<file path="config.mk">
export PLATFORM = sky130hd
export DESIGN_NAME = utf8_text_validator_top
export DESIGN_NICKNAME = d
export VERILOG_FILES = /design/src/design/utf8v_pkg.sv /design/src/design/utf8v_decode.sv /design/src/design/utf8v_top_core.sv /design/src/design/utf8_text_validator_top.sv
export SDC_FILE = /design/constraint.sdc
export NUM_CORES = 1
export LEC_CHECK = 0
export BUFFER_PORTS_ARGS = -buffer_cell sky130_fd_sc_hd__buf_2
export CAP_MARGIN = 10
export CORE_MARGIN = 2
export CORE_UTILIZATION = 45
export CTS_BUF_LIST = sky130_fd_sc_hd__clkbuf_8 sky130_fd_sc_hd__clkbuf_16
export DETAILED_ROUTE_END_ITERATION = 10
export MAX_ROUTING_LAYER = met4
export PLACE_DENSITY = 0.76
export RECOVER_POWER = 25
export SLEW_MARGIN = 20
export SYNTH_ARGS = -nofsm -noshare
export SYNTH_HDL_FRONTEND = slang
export SYNTH_SLANG_ARGS = --single-unit
export TNS_END_PERCENT = 100
</file>
<file path="constraint.sdc">
create_clock -name clock -period 2.7 [get_ports clock]
set_input_delay 0.405 -clock clock [delete_from_list [all_inputs] [get_ports clock]]
set_output_delay 0.405 -clock clock [all_outputs]
set_load 0.05 [all_outputs]
</file>
<file path="src/design/utf8v_pkg.sv">
// Shared types, codes and helper functions for the UTF-8 text validator.
`default_nettype none
package utf8v_pkg;

   localparam int unsigned DataWidth = 8;

   typedef enum logic [2:0] {
      STATUS_VALID     = 3'd0,
      STATUS_ASCII     = 3'd1,
      STATUS_BAD_LEAD  = 3'd2,
      STATUS_BAD_CONT  = 3'd3,
      STATUS_TRUNCATED = 3'd4
   } status_type;

   typedef enum logic [1:0] {
      FAIL_NONE = 2'd0,
      FAIL_LEAD = 2'd1,
      FAIL_CONT = 2'd2
   } fail_type;

   // Scan state carried from one byte of a string to the next.
   typedef struct packed {
      logic [2:0] pending;
      logic       all_ascii;
      fail_type   fail;
   } scan_state_type;

   localparam scan_state_type ScanReset = '{pending: 3'd0, all_ascii: 1'b1, fail: FAIL_NONE};

   typedef struct packed {
      logic       ok;
      logic [2:0] count;
   } lead_type;

   // Continuation bytes that follow a lead byte in the old 1-to-6-byte forms.
   function automatic lead_type lead_extra(input logic [DataWidth-1:0] b);
      lead_type r;
      r.ok    = 1'b1;
      r.count = 3'd0;
      priority if (b == 8'hFC || b == 8'hFD) begin
         r.count = 3'd5;
      end else if (b >= 8'hF8) begin
         r.count = 3'd4;
      end else if (b >= 8'hF0) begin
         r.count = 3'd3;
      end else if (b >= 8'hE0) begin
         r.count = 3'd2;
      end else if (b >= 8'hC0) begin
         r.count = 3'd1;
      end else begin
         r.ok = 1'b0;
      end
      return r;
   endfunction

endpackage
`default_nettype wire

</file>
<file path="src/design/utf8v_decode.sv">
// Per-byte scan step: next scan state and the verdict for a string ending here.
`default_nettype none
module utf8v_decode (
   input  utf8v_pkg::scan_state_type         cur_state,
   input  logic [utf8v_pkg::DataWidth-1:0]   data_byte,
   output utf8v_pkg::scan_state_type         next_state,
   output utf8v_pkg::status_type             status
);

   utf8v_pkg::lead_type lead;

   always_comb begin
      lead       = utf8v_pkg::lead_extra(data_byte);
      next_state = cur_state;
      // Once a failure is recorded, the rest of the string is ignored.
      if (cur_state.fail == utf8v_pkg::FAIL_NONE) begin
         if (data_byte[7]) begin
            next_state.all_ascii = 1'b0;
         end
         if (cur_state.pending == 3'd0) begin
            if (data_byte[7]) begin
               if (!lead.ok) begin
                  next_state.fail = utf8v_pkg::FAIL_LEAD;
               end else begin
                  next_state.pending = lead.count;
               end
            end
         end else begin
            if (data_byte[7:6] != 2'b10) begin
               next_state.fail = utf8v_pkg::FAIL_CONT;
            end else begin
               next_state.pending = cur_state.pending - 3'd1;
            end
         end
      end
   end

   always_comb begin
      priority if (next_state.fail == utf8v_pkg::FAIL_LEAD) begin
         status = utf8v_pkg::STATUS_BAD_LEAD;
      end else if (next_state.fail == utf8v_pkg::FAIL_CONT) begin
         status = utf8v_pkg::STATUS_BAD_CONT;
      end else if (next_state.pending != 3'd0) begin
         status = utf8v_pkg::STATUS_TRUNCATED;
      end else if (next_state.all_ascii) begin
         status = utf8v_pkg::STATUS_ASCII;
      end else begin
         status = utf8v_pkg::STATUS_VALID;
      end
   end

endmodule
`default_nettype wire

</file>
<file path="src/design/utf8v_top_core.sv">
// Input register, scan state and result register of the UTF-8 text validator.
`default_nettype none
module utf8v_top_core (
   input  logic                               clock,
   input  logic                               reset,
   input  logic                               in_valid,
   output logic                               in_ready,
   input  logic [utf8v_pkg::DataWidth-1:0]    in_byte,
   input  logic                               in_last,
   output logic                               out_valid,
   input  logic                               out_ready,
   output logic                               out_is_utf8,
   output utf8v_pkg::status_type              out_status,
   output utf8v_pkg::scan_state_type          scan_state,
   output logic                               step_last
);

   logic                             s1_valid_ff, s1_valid_in;
   logic [utf8v_pkg::DataWidth-1:0]  s1_byte_ff;
   logic                             s1_last_ff;
   utf8v_pkg::scan_state_type        state_ff, state_in, state_next;
   utf8v_pkg::status_type            status_next;
   logic                             rsp_valid_ff, rsp_valid_in;
   logic                             is_utf8_ff;
   utf8v_pkg::status_type            status_ff;
   logic                             advance;

   utf8v_decode u_decode (
      .cur_state  (state_ff),
      .data_byte  (s1_byte_ff),
      .next_state (state_next),
      .status     (status_next)
   );

   // A byte that ends no string never needs the result register.
   assign advance  = s1_valid_ff && (!s1_last_ff || !rsp_valid_ff || out_ready);
   assign in_ready = !s1_valid_ff || advance;

   always_comb begin
      s1_valid_in  = in_ready ? in_valid : s1_valid_ff;
      rsp_valid_in = (rsp_valid_ff && !out_ready) || (advance && s1_last_ff);
      state_in     = state_ff;
      if (advance) begin
         state_in = s1_last_ff ? utf8v_pkg::ScanReset : state_next;
      end
   end

   always_ff @(posedge clock) begin
      if (reset) begin
         s1_valid_ff  <= 1'b0;
         rsp_valid_ff <= 1'b0;
         state_ff     <= utf8v_pkg::ScanReset;
      end else begin
         s1_valid_ff  <= s1_valid_in;
         rsp_valid_ff <= rsp_valid_in;
         state_ff     <= state_in;
      end
   end

   always_ff @(posedge clock) begin
      if (in_ready) begin
         s1_byte_ff <= in_byte;
         s1_last_ff <= in_last;
      end
      if (advance && s1_last_ff) begin
         status_ff  <= status_next;
         is_utf8_ff <= (status_next == utf8v_pkg::STATUS_VALID);
      end
   end

   assign out_valid   = rsp_valid_ff;
   assign out_is_utf8 = is_utf8_ff;
   assign out_status  = status_ff;
   assign scan_state  = state_ff;
   assign step_last   = advance && s1_last_ff;

endmodule
`default_nettype wire

</file>
<file path="src/design/utf8_text_validator_top.sv">
// Top level of the UTF-8 text validator: stream ports and checks.
//
// The validator takes a string one byte per request and decides whether it is
// non-ASCII UTF-8 text under the old 1-to-6-byte lead forms (0xF8-0xFB, 0xFE
// and 0xFF count as 5-byte leads, 0xFC-0xFD as 6-byte leads). Each byte is a
// request on the req_ channel with req_tlast marking the final byte; only the
// final byte produces a response, carrying is_utf8 and a status code (valid,
// all ASCII, bad lead, bad continuation, truncated). The first failure in a
// string sticks and later bytes of that string are ignored; after the verdict
// the scan state returns to its reset value. The block sustains one byte per
// clock while no response stalls a final byte: each byte passes through an
// input register and one short decode step that updates the scan state, and
// the verdict of a final byte is written to a result register, which raises
// the response. A response waiting on rsp_tready holds the next final byte
// in the input register, and no further request is accepted until that
// response is taken; bytes that end no string keep flowing.
`default_nettype none
module utf8_text_validator_top (
   input  logic        clock,
   input  logic        reset,
   input  logic        req_tvalid,
   output logic        req_tready,
   input  logic [7:0]  req_tdata,   // [7:0] data_byte
   input  logic        req_tlast,   // last_byte
   output logic        rsp_tvalid,
   input  logic        rsp_tready,
   output logic [7:0]  rsp_tdata    // [0] is_utf8, [3:1] status, [7:4] zero
);

   logic                        is_utf8;
   utf8v_pkg::status_type       status;
   utf8v_pkg::scan_state_type   scan_state;
   logic                        step_last;

   utf8v_top_core u_core (
      .clock       (clock),
      .reset       (reset),
      .in_valid    (req_tvalid),
      .in_ready    (req_tready),
      .in_byte     (req_tdata),
      .in_last     (req_tlast),
      .out_valid   (rsp_tvalid),
      .out_ready   (rsp_tready),
      .out_is_utf8 (is_utf8),
      .out_status  (status),
      .scan_state  (scan_state),
      .step_last   (step_last)
   );

   assign rsp_tdata = {4'b0000, status, is_utf8};

   // The verdict flag agrees with the status code on every response.
   a_verdict_matches: assert property (@(posedge clock) disable iff (reset)
      rsp_tvalid |-> (is_utf8 == (status == utf8v_pkg::STATUS_VALID)))
      else $error("is_utf8 disagrees with status");

   // Finishing a string leaves the scan state at its reset value.
   a_state_cleared: assert property (@(posedge clock) disable iff (reset)
      step_last |=> (scan_state == utf8v_pkg::ScanReset))
      else $error("scan state not cleared after a final byte");

   // A finished string always raises a response in the next cycle.
   a_response_raised: assert property (@(posedge clock) disable iff (reset)
      step_last |=> rsp_tvalid)
      else $error("final byte produced no response");

   // Pending count never exceeds the longest continuation run.
   a_pending_range: assert property (@(posedge clock) disable iff (reset)
      scan_state.pending <= 3'd5)
      else $error("pending continuation count out of range");

endmodule
`default_nettype wire
</file>
==> flow_metrics.tcl, run 1 <==
set metrics [dict create \
    outcome "finished clean" \
    startpoint_type "flop" \
    syn2layout_area_growth_pct 13.6 \
    fillers 198 \
    diodes 0 \
    seqPwrFrac 0.519 \
    syn_inst 96 \
    p_comb_frac 0.197 \
    multi_input_area_um2 439 \
    firstDrtPassIters 4 \
    ctsRootBufferMaster "clkbuf_8" \
    nNetsFinal 133 \
    crit_end "u_core.out_status[0]" \
    regToRegSetupSlack_ps 480 \
    grt_max_degree 12 \
    finalWirelength_mm 1.74 \
    ctsHoldBuffers 0 \
    worst-path-max-fanout 8 \
    ioPinCount 23 \
    cap_violations 0 \
    path_class "flop to flop" \
    ys_seq_area_frac 0.510 \
    async_flop_share 0 \
    p_per_area_mw_per_mm2 582 \
    via_count 764 \
    min_period_ps 2220 \
    ff2ff_path_depth 8 \
    clk_latency_ps 260 \
    internal_power_w 0.000493 \
    slew_viol_final 0 \
    hpwl_mm 1.31 \
    end_kind "flop" \
    worstPathRequired_ps 2770 \
    setup_viol 0 \
    ys_seq_elements 20 \
    switchingPower_w 0.000182 \
    cts_buffers 3 \
    clk_path_buf_depth 2 \
    cts.sinks 20 \
    grt_pass1_vias 703 \
    fin_tns_setup_ps 0 \
    finClkSkew_ps 4.97 \
    clk_pin_slew_ps 70 \
    vias_per_cell 5.34 \
    fin_crit_sh 0.821 \
    synth_edf_count 12 \
    grt_first_pass_wirelength_mm 2.95 \
    r2r-start "u_core.scan_state[3]" \
    ctsHtreeMaxLevel 1 \
    fin_util 0.534 \
    start_util 0.470 \
    ys.flop_type "edfxtp_1" \
    place_area_mm2 0.00111 \
    placementRows 17 \
    final_area_mm2 0.00116 \
    io_buffers 17 \
    synth_area_mm2 0.00102 \
    power_w 0.000674 \
    ctsResizeCount 0 \
    seq_area_um2 520 \
    drtIter0Drc 18 \
    antenna_left 0 \
    grt_overflow 0 \
    crit_arrival_ps 2290 \
    hold_violations 0 \
    swShare 0.269 \
    drcViolationCount 0 \
    avgSynthCellArea_um2 10.6 \
    die-width_um 51.6 \
    routabilityCongestion 0.845 \
    layout-drive-gt1-share 0.235 \
    yosys_warnings 0 \
    max_freq_ghz 0.451 \
    hold_class "primary input to flop" \
    postCtsSetupRepairBufs 0 \
    synth_cell_type_count 33 \
    startpoint "u_core.scan_state[3]" \
    post_drt_wl_per_cell_um 12.1 \
    p_clk_frac 0.284 \
    leakage_nw 0.511 \
    antenna_found_initial 0 \
    die-area_mm2 0.00266 \
    r2r-end "u_core.out_status[0]" \
    irDropWorstVdd_mv 0.372 \
    track_usage 0.157 \
    fp.coreArea_mm2 0.00217 \
    grt_setup_unrepaired "false" \
    cts_tree "done" \
    die_h_um 51.6 \
]
## cells by family after synthesis
kind of cell | after synthesis | share of synthesized area
other | 1 | 0.00368
adders and majority gates | 4 | 0.0491
AOI/OAI and AO/OA | 23 | 0.183
and+or+nand+nor | 33 | 0.173
DFF | 20 | 0.510
buffers and inverters | 14 | 0.0699
muxes | 1 | 0.0110
## per-layer routing
layer | global-route usage | vias up | share of wire
met2 | 0.267 | 25 | 0.51
met5 | - | - | 0
met4 | 0.101 | 0 | 0.033
met3 | 0.0345 | 7 | 0.048
met1 | 0.165 | 350 | 0.41
li1 | - | 382 | -
## per-stage QoR
stage,std cells,setup WS [ps],hold WS [ps]
6_report,143,482,324
5_1_grt,143,331,320
4_1_cts,143,474,319
3_5_place_dp,139,512,482
3_3_place_gp,139,557,475
2_1_floorplan,99,654,453
## state kept, by name, summed over array words and instances (netlist names)
| signal | flops |
|---|---|
| u_core.scan_state | 6 |
| u_core.s1_byte_ff | 7 |
| u_core.out_is_utf8 | 1 |
| u_core.out_valid | 1 |
| u_core.out_status | 3 |
| u_core.s1_valid_ff | 1 |
| u_core.s1_last_ff | 1 |
## worst max-delay path: stages, from the launching register on
cell      delay (ps)
dfxtp_1          330
inv_1             80
ha_1             150
ha_1             280
or3b_1           410
a221oi_2         200
a221oi_2          70
a21o_1           210
o41ai_2          290
## how the worst min path moves through the flow
stage                                    start                    to  slack (ps)  cells past startpoint
after global placement    u_core.scan_state[2]  u_core.scan_state[2]         470                      2
after floorplan           u_core.scan_state[2]  u_core.scan_state[2]         450                      2
after global routing                 req_tlast     u_core.s1_last_ff         320                      1
final                             req_tdata[7]  u_core.s1_byte_ff[7]         320                      1
after detailed placement  u_core.scan_state[2]  u_core.scan_state[2]         480                      2
after CTS                         req_tdata[3]  u_core.s1_byte_ff[3]         320                      1
## cells in the mapped netlist (all sizes together), types with 3 or more instances
library cell | count | area (µm²)
dfxtp | 8 | 160
nand2b | 3 | 18.8
nor2 | 6 | 22.5
edfxtp | 12 | 360
o21ai | 4 | 20.0
buf | 5 | 37.5
ha | 4 | 50.1
a21oi | 5 | 25.0
inv | 9 | 33.8
nand2 | 10 | 37.5
## cell usage in the layout (no fill, tap or decap), types with 2 or more instances in the layout
cell type  synthesis  layout
nand2b_1           3       3
nand2_1           10      10
a21oi_1            5       5
nor3_1             2       2
nor2b_1            2       2
conb_1             1       4
edfxtp_1          12      12
ha_1               4       4
nor2_1             6       6
a21o_1             2       2
inv_1              9      10
dfxtp_1            8       8
buf_2              0      17
a22oi_1            2       2
o21ai_0            4       4
nand4b_1           2       2
clkbuf_8           0       3
a221oi_2           2       2
## power groups by stage
| stage | Combinational [W] | Sequential [W] | Clock, W |
|---|---|---|---|
| after floorplan | 0.0000982 | 0.000365 | 0 |
| after global placement | 0.000127 | 0.000356 | 0 |
| after detailed placement | 0.000131 | 0.000357 | 0 |
| after CTS | 0.000132 | 0.000350 | 0.000194 |
| after global routing | 0.000147 | 0.000352 | 0.000202 |
| final | 0.000133 | 0.000350 | 0.000192 |
## layout make-up
type,instances,share of cell area
Sequential cell,20,0.449
Multi-Input combinational cell,65,0.379
Timing Repair Buffer,17,0.0734
Clock buffer,3,0.0356
Tap cell,28,0.0302
Inverter,9,0.0292
Clock inverter,1,0.00324
Note: power is estimated with default switching activity, not from simulation.
==> run 2, diff against run 1 <==
- PLACE_DENSITY: 0.76 -> 0.79
- clock period: 2.7 -> 2 ns (I/O delays scaled with it)
==> flow_metrics.tcl, run 2 (same netlist as run 1, synthesis figures left out) <==
set metrics [dict create \
    outcome "finished clean" \
    track_usage 0.177 \
    leakage_nw 0.552 \
    ctsHtreeMaxLevel 1 \
    grt_max_degree 12 \
    cts.sinks 20 \
    clk_pin_slew_ps 70 \
    cts_buffers 3 \
    grt_first_pass_wirelength_mm 3.35 \
    mostFrequentLayoutCell "buf_2" \
    die-width_um 51.6 \
    die-area_mm2 0.00266 \
    clk_latency_ps 250 \
    slowest_stage "or3b_4" \
    drtIter0Drc 20 \
    vias_per_cell 5.34 \
    setup_viol 0 \
    max_stage_delay_ps 390 \
    worst-path-max-fanout 3 \
    io_buffers 17 \
    slew_viol_final 0 \
    crit_arrival_ps 1980 \
    cts_tree "done" \
    fp.coreArea_mm2 0.00217 \
    end_kind "flop" \
    fin_util 0.584 \
    place_area_mm2 0.00117 \
    fillers 191 \
    post_drt_wl_per_cell_um 13.2 \
    grt_setup_unrepaired "true" \
    setup_slack_ps 36.7 \
    hold_violations 0 \
    ctsRootBufferMaster "clkbuf_8" \
    regToRegSetupSlack_ps 40 \
    min_period_ps 1960 \
    die_h_um 51.6 \
    ctsHoldBuffers 0 \
    grt_pass1_vias 820 \
    place_ws_ps -111 \
    p_per_area_mw_per_mm2 748 \
    hold_class "primary input to flop" \
    r2r-start "u_core.scan_state[4]" \
    clk_path_buf_depth 2 \
    firstDrtPassIters 4 \
    drcViolationCount 0 \
    finClkSkew_ps 4.26 \
    diodes 0 \
    antenna_left 0 \
    max_freq_ghz 0.509 \
    ff2ff_path_depth 8 \
    finalWirelength_mm 1.99 \
    routabilityCongestion 0.836 \
    nNetsFinal 141 \
    top_register "u_core.s1_byte_ff" \
    startpoint_type "flop" \
    worstPathRequired_ps 2010 \
    final_cells 151 \
    layout-drive-gt1-share 0.390 \
    antenna_found_initial 0 \
    via_count 807 \
    hpwl_mm 1.50 \
    final_area_mm2 0.00127 \
    cap_violations 0 \
    grt_overflow 0 \
    fin_crit_sh 0.982 \
    irDropWorstVdd_mv 0.627 \
    syn2layout_area_growth_pct 24.2 \
    r2r-end "u_core.out_status[2]" \
    start_util 0.470 \
    hold_depth 1 \
    path_class "flop to flop" \
    holdPathEnd "u_core.s1_byte_ff[2]" \
    largest_register_ffs 7 \
    min-delay-start "req_tdata[2]" \
    placementRows 17 \
    power_w 0.000947 \
    layout_common_cells "buf_2, edfxtp_1, nand2_1" \
    ioPinCount 23 \
    cp_cell_sequence "inv_2, ha_4, ha_4, or3b_4, a221oi_2, a221oi_2, a21o_1, o21a_1" \
    placed_cells 146 \
]
run 2: cell count changes in the layout (fill, tap and decap cells not counted), moves of 2 or more:
| cell | before | now |
|---|---|---|
| ha_1 | 4 | 0 |
| buf_4 | 0 | 8 |
| dfxtp_2 | 0 | 3 |
| dfxtp_1 | 8 | 5 |
| inv_1 | 10 | 8 |
| inv_2 | 0 | 2 |
| ha_4 | 0 | 2 |
| ha_2 | 0 | 2 |
run 2: metal layers:
| layer | vias to the layer above | GRT usage | part of all wire |
|---|---|---|---|
| met4 | 0 | 0.118 | 0.027 |
| met3 | 7 | 0.0374 | 0.040 |
| met2 | 19 | 0.293 | 0.50 |
| met1 | 387 | 0.191 | 0.43 |
| met5 | - | - | 0 |
| li1 | 394 | - | - |
run 2: area by class of cell:
type,instances,area (µm²),area share
Timing Repair Buffer,25,145,0.115
Multi-Input combinational cell,65,483,0.381
Sequential cell,20,524,0.414
Clock inverter,1,3.75,0.00296
Clock buffer,3,41.3,0.0326
Tap cell,28,35.0,0.0277
Inverter,9,33.8,0.0267
run 2: report_power, final:
part	leakage, nW	internal, W	switching [W]
sequential	0.189	0.000462	0.0000121
combinational	0.336	0.0000932	0.000122
clock	0.0269	0.000136	0.000121
total	0.552	0.000692	0.000255
run 2: worst max-delay path by stage:
stage	startpoint	to	slack [ps]	cells after the start
2_1_floorplan	u_core.scan_state[3]	u_core.out_status[2]	10	8
3_3_place_gp	u_core.scan_state[4]	u_core.out_status[0]	-50	8
3_5_place_dp	u_core.scan_state[4]	u_core.out_status[0]	-110	8
4_1_cts	u_core.scan_state[4]	u_core.out_status[2]	30	8
5_1_grt	u_core.scan_state[3]	u_core.out_status[2]	-30	8
6_report	u_core.scan_state[4]	u_core.out_status[2]	40	8
run 2: critical path: cells and delay by family, from the launching register on:
kind                     cells  cell delay, ps
AO/OA/AOI/OAI                4             660
flip-flops                   1             330
adder cells (fa/ha/maj)      2             260
AND/OR/NAND/NOR              1             390
buffers and inverters        1              80
run 2: repair_timing:
action / 4_1_cts / 5_1_grt
pin swaps: 1 / 1
setup endpoints to repair: 2 / 3
gates resized for setup: 10 / 4
buffers inserted: 1 / 0
run 2: stage by stage:
step | hold WS (ps) | TNS, ps
final | 220 | 0
after global routing | 209 | -42.4
after CTS | 217 | 0
after detailed placement | 479 | -208
after global placement | 472 | -75.5
after floorplan | 362 | 0
==> run 3, diff against run 2 <==
- CORE_UTILIZATION: 45 -> 40
- PLACE_DENSITY: 0.79 -> 0.72
==> flow_metrics.tcl, run 3 (same netlist as run 1, synthesis figures left out) <==
set metrics [dict create \
    antenna_found_initial 0 \
    leakage_nw 0.571 \
    max_freq_ghz 0.508 \
    layout_common_cells "buf_2, edfxtp_1, buf_4" \
    worst-path-max-fanout 3 \
    grt_max_degree 12 \
    top_register "u_core.s1_byte_ff" \
    clk_latency_ps 250 \
    irDropWorstVdd_mv 0.774 \
    die_h_um 54.5 \
    outcome "finished clean" \
    setup_viol 0 \
    finalWirelength_mm 2.01 \
    drcViolationCount 0 \
    worstPathRequired_ps 2010 \
    diodes 0 \
    end_kind "flop" \
    multi_input_area_um2 492 \
    syn2layout_area_growth_pct 28.7 \
    min_period_ps 1970 \
    fin_crit_sh 0.984 \
    p_per_area_mw_per_mm2 763 \
    grt_pass1_vias 773 \
    cts_tree "done" \
    fillers 210 \
    routabilityCongestion 0.922 \
    placementRows 18 \
    startpoint_type "flop" \
    ctsHoldBuffers 0 \
    crit_arrival_ps 1980 \
    die-area_mm2 0.00297 \
    hpwl_mm 1.49 \
    fp.coreArea_mm2 0.00245 \
    clk_path_buf_depth 2 \
    power_w 0.00100 \
    start_util 0.415 \
    nNetsFinal 144 \
    firstDrtPassIters 4 \
    mostFrequentLayoutCell "buf_2" \
    slew_viol_final 0 \
    drtIter0Drc 22 \
    seq_area_um2 524 \
    antenna_left 0 \
    crit_top_cell "ha_4" \
    io_buffers 17 \
    grt.met3_usage 0.0191 \
    hold_class "primary input to flop" \
    grtUsageMet1 0.185 \
    ctsRootBufferMaster "clkbuf_8" \
    cts.sinks 20 \
    max_stage_delay_ps 400 \
    cp_cell_sequence "inv_4, ha_4, ha_4, or3b_4, a221oi_4, a221oi_2, a21o_1, o21a_1" \
    cap_violations 0 \
    use_met2 0.281 \
    fin_util 0.535 \
    ioPinCount 23 \
    cp_top_family "compound AO/OA/AOI/OAI gates" \
    clk_pin_slew_ps 80 \
    layout-drive-gt1-share 0.405 \
    largest_register_ffs 7 \
    cts_buffers 3 \
    via_count 808 \
    track_usage 0.160 \
    hold_violations 0 \
    path_class "flop to flop" \
    grt_overflow 0 \
    placed_cells 149 \
    die-width_um 54.5 \
    timing.critical_path.buf_inv 1 \
    post_drt_wl_per_cell_um 12.9 \
    final_cells 156 \
    grt_busiest_layer "met2" \
    grt_setup_unrepaired "true" \
    grt_first_pass_wirelength_mm 3.31 \
    ctsHtreeMaxLevel 1 \
    finClkSkew_ps 8.59 \
    vias_per_cell 5.18 \
    slowest_stage "or3b_4" \
]
## run 3: cell count changes in the layout (fill, tap and decap cells not counted)
cell      before  now
a221oi_2       2    1
a221oi_4       0    1
buf_4          8   11
clkbuf_8       3    4
ha_1           0    1
ha_2           2    1
inv_1          8    7
inv_2          2    1
inv_4          0    1
## run 3: per-layer routing
metal	wire length (µm)	share of wire
met1	918	0.46
met2	999	0.50
met3	45	0.022
met4	42	0.021
met5	0	0
## run 3: through the flow
step	TNS, ps	worst slack, ps	cell area [µm²]	hold slack [ps]
after floorplan	0	11.5	1030	362
after global placement	-71.4	-46.1	1180	471
after detailed placement	-213	-115	1180	478
after CTS	0	9.57	1280	219
after global routing	-92.8	-62.5	1310	216
final	0	31.0	1310	225
## run 3: path summary, 6_finish.rpt
| path | startpoint | to | slack [ps] | depth (start not counted) |
|---|---|---|---|---|
| hold / removal | req_tdata[1] | u_core.s1_byte_ff[1] | 220 | 1 |
| setup reg to reg | u_core.scan_state[4] | u_core.out_status[2] | 30 | 8 |
| setup / recovery | u_core.scan_state[4] | u_core.out_status[2] | 30 | 8 |
| hold reg to reg | u_core.out_valid | u_core.out_valid | 490 | 2 |
## run 3: worst reg2reg max path: cells and delay by family, from the launching register on
kind | cells | cell delay (ps)
AO/OA/AOI/OAI | 4 | 670
adder cells (fa/ha/maj) | 2 | 250
buffers and inverters | 1 | 70
AND/OR/NAND/NOR | 1 | 400
flip-flops | 1 | 340
## run 3: final cells by class
class / instances / area share
flip-flops and latches: 20 / 0.399
well taps: 30 / 0.0286
inverters: 9 / 0.0276
multi-input cells: 65 / 0.375
repair buffers: 28 / 0.128
clock buffers: 4 / 0.0419
## run 3: timing repair
item	CTS	global route
setup endpoints to repair	3	3
buffers inserted	2	1
pin swaps	1	1
gates resized for setup	8	7
hold endpoints to repair	0	0
## run 3: report_power, final
group | internal [W] | switching [W] | total (W)
logic | 0.000103 | 0.000125 | 0.000228
registers | 0.000462 | 0.0000122 | 0.000474
clock network | 0.000175 | 0.000124 | 0.000298
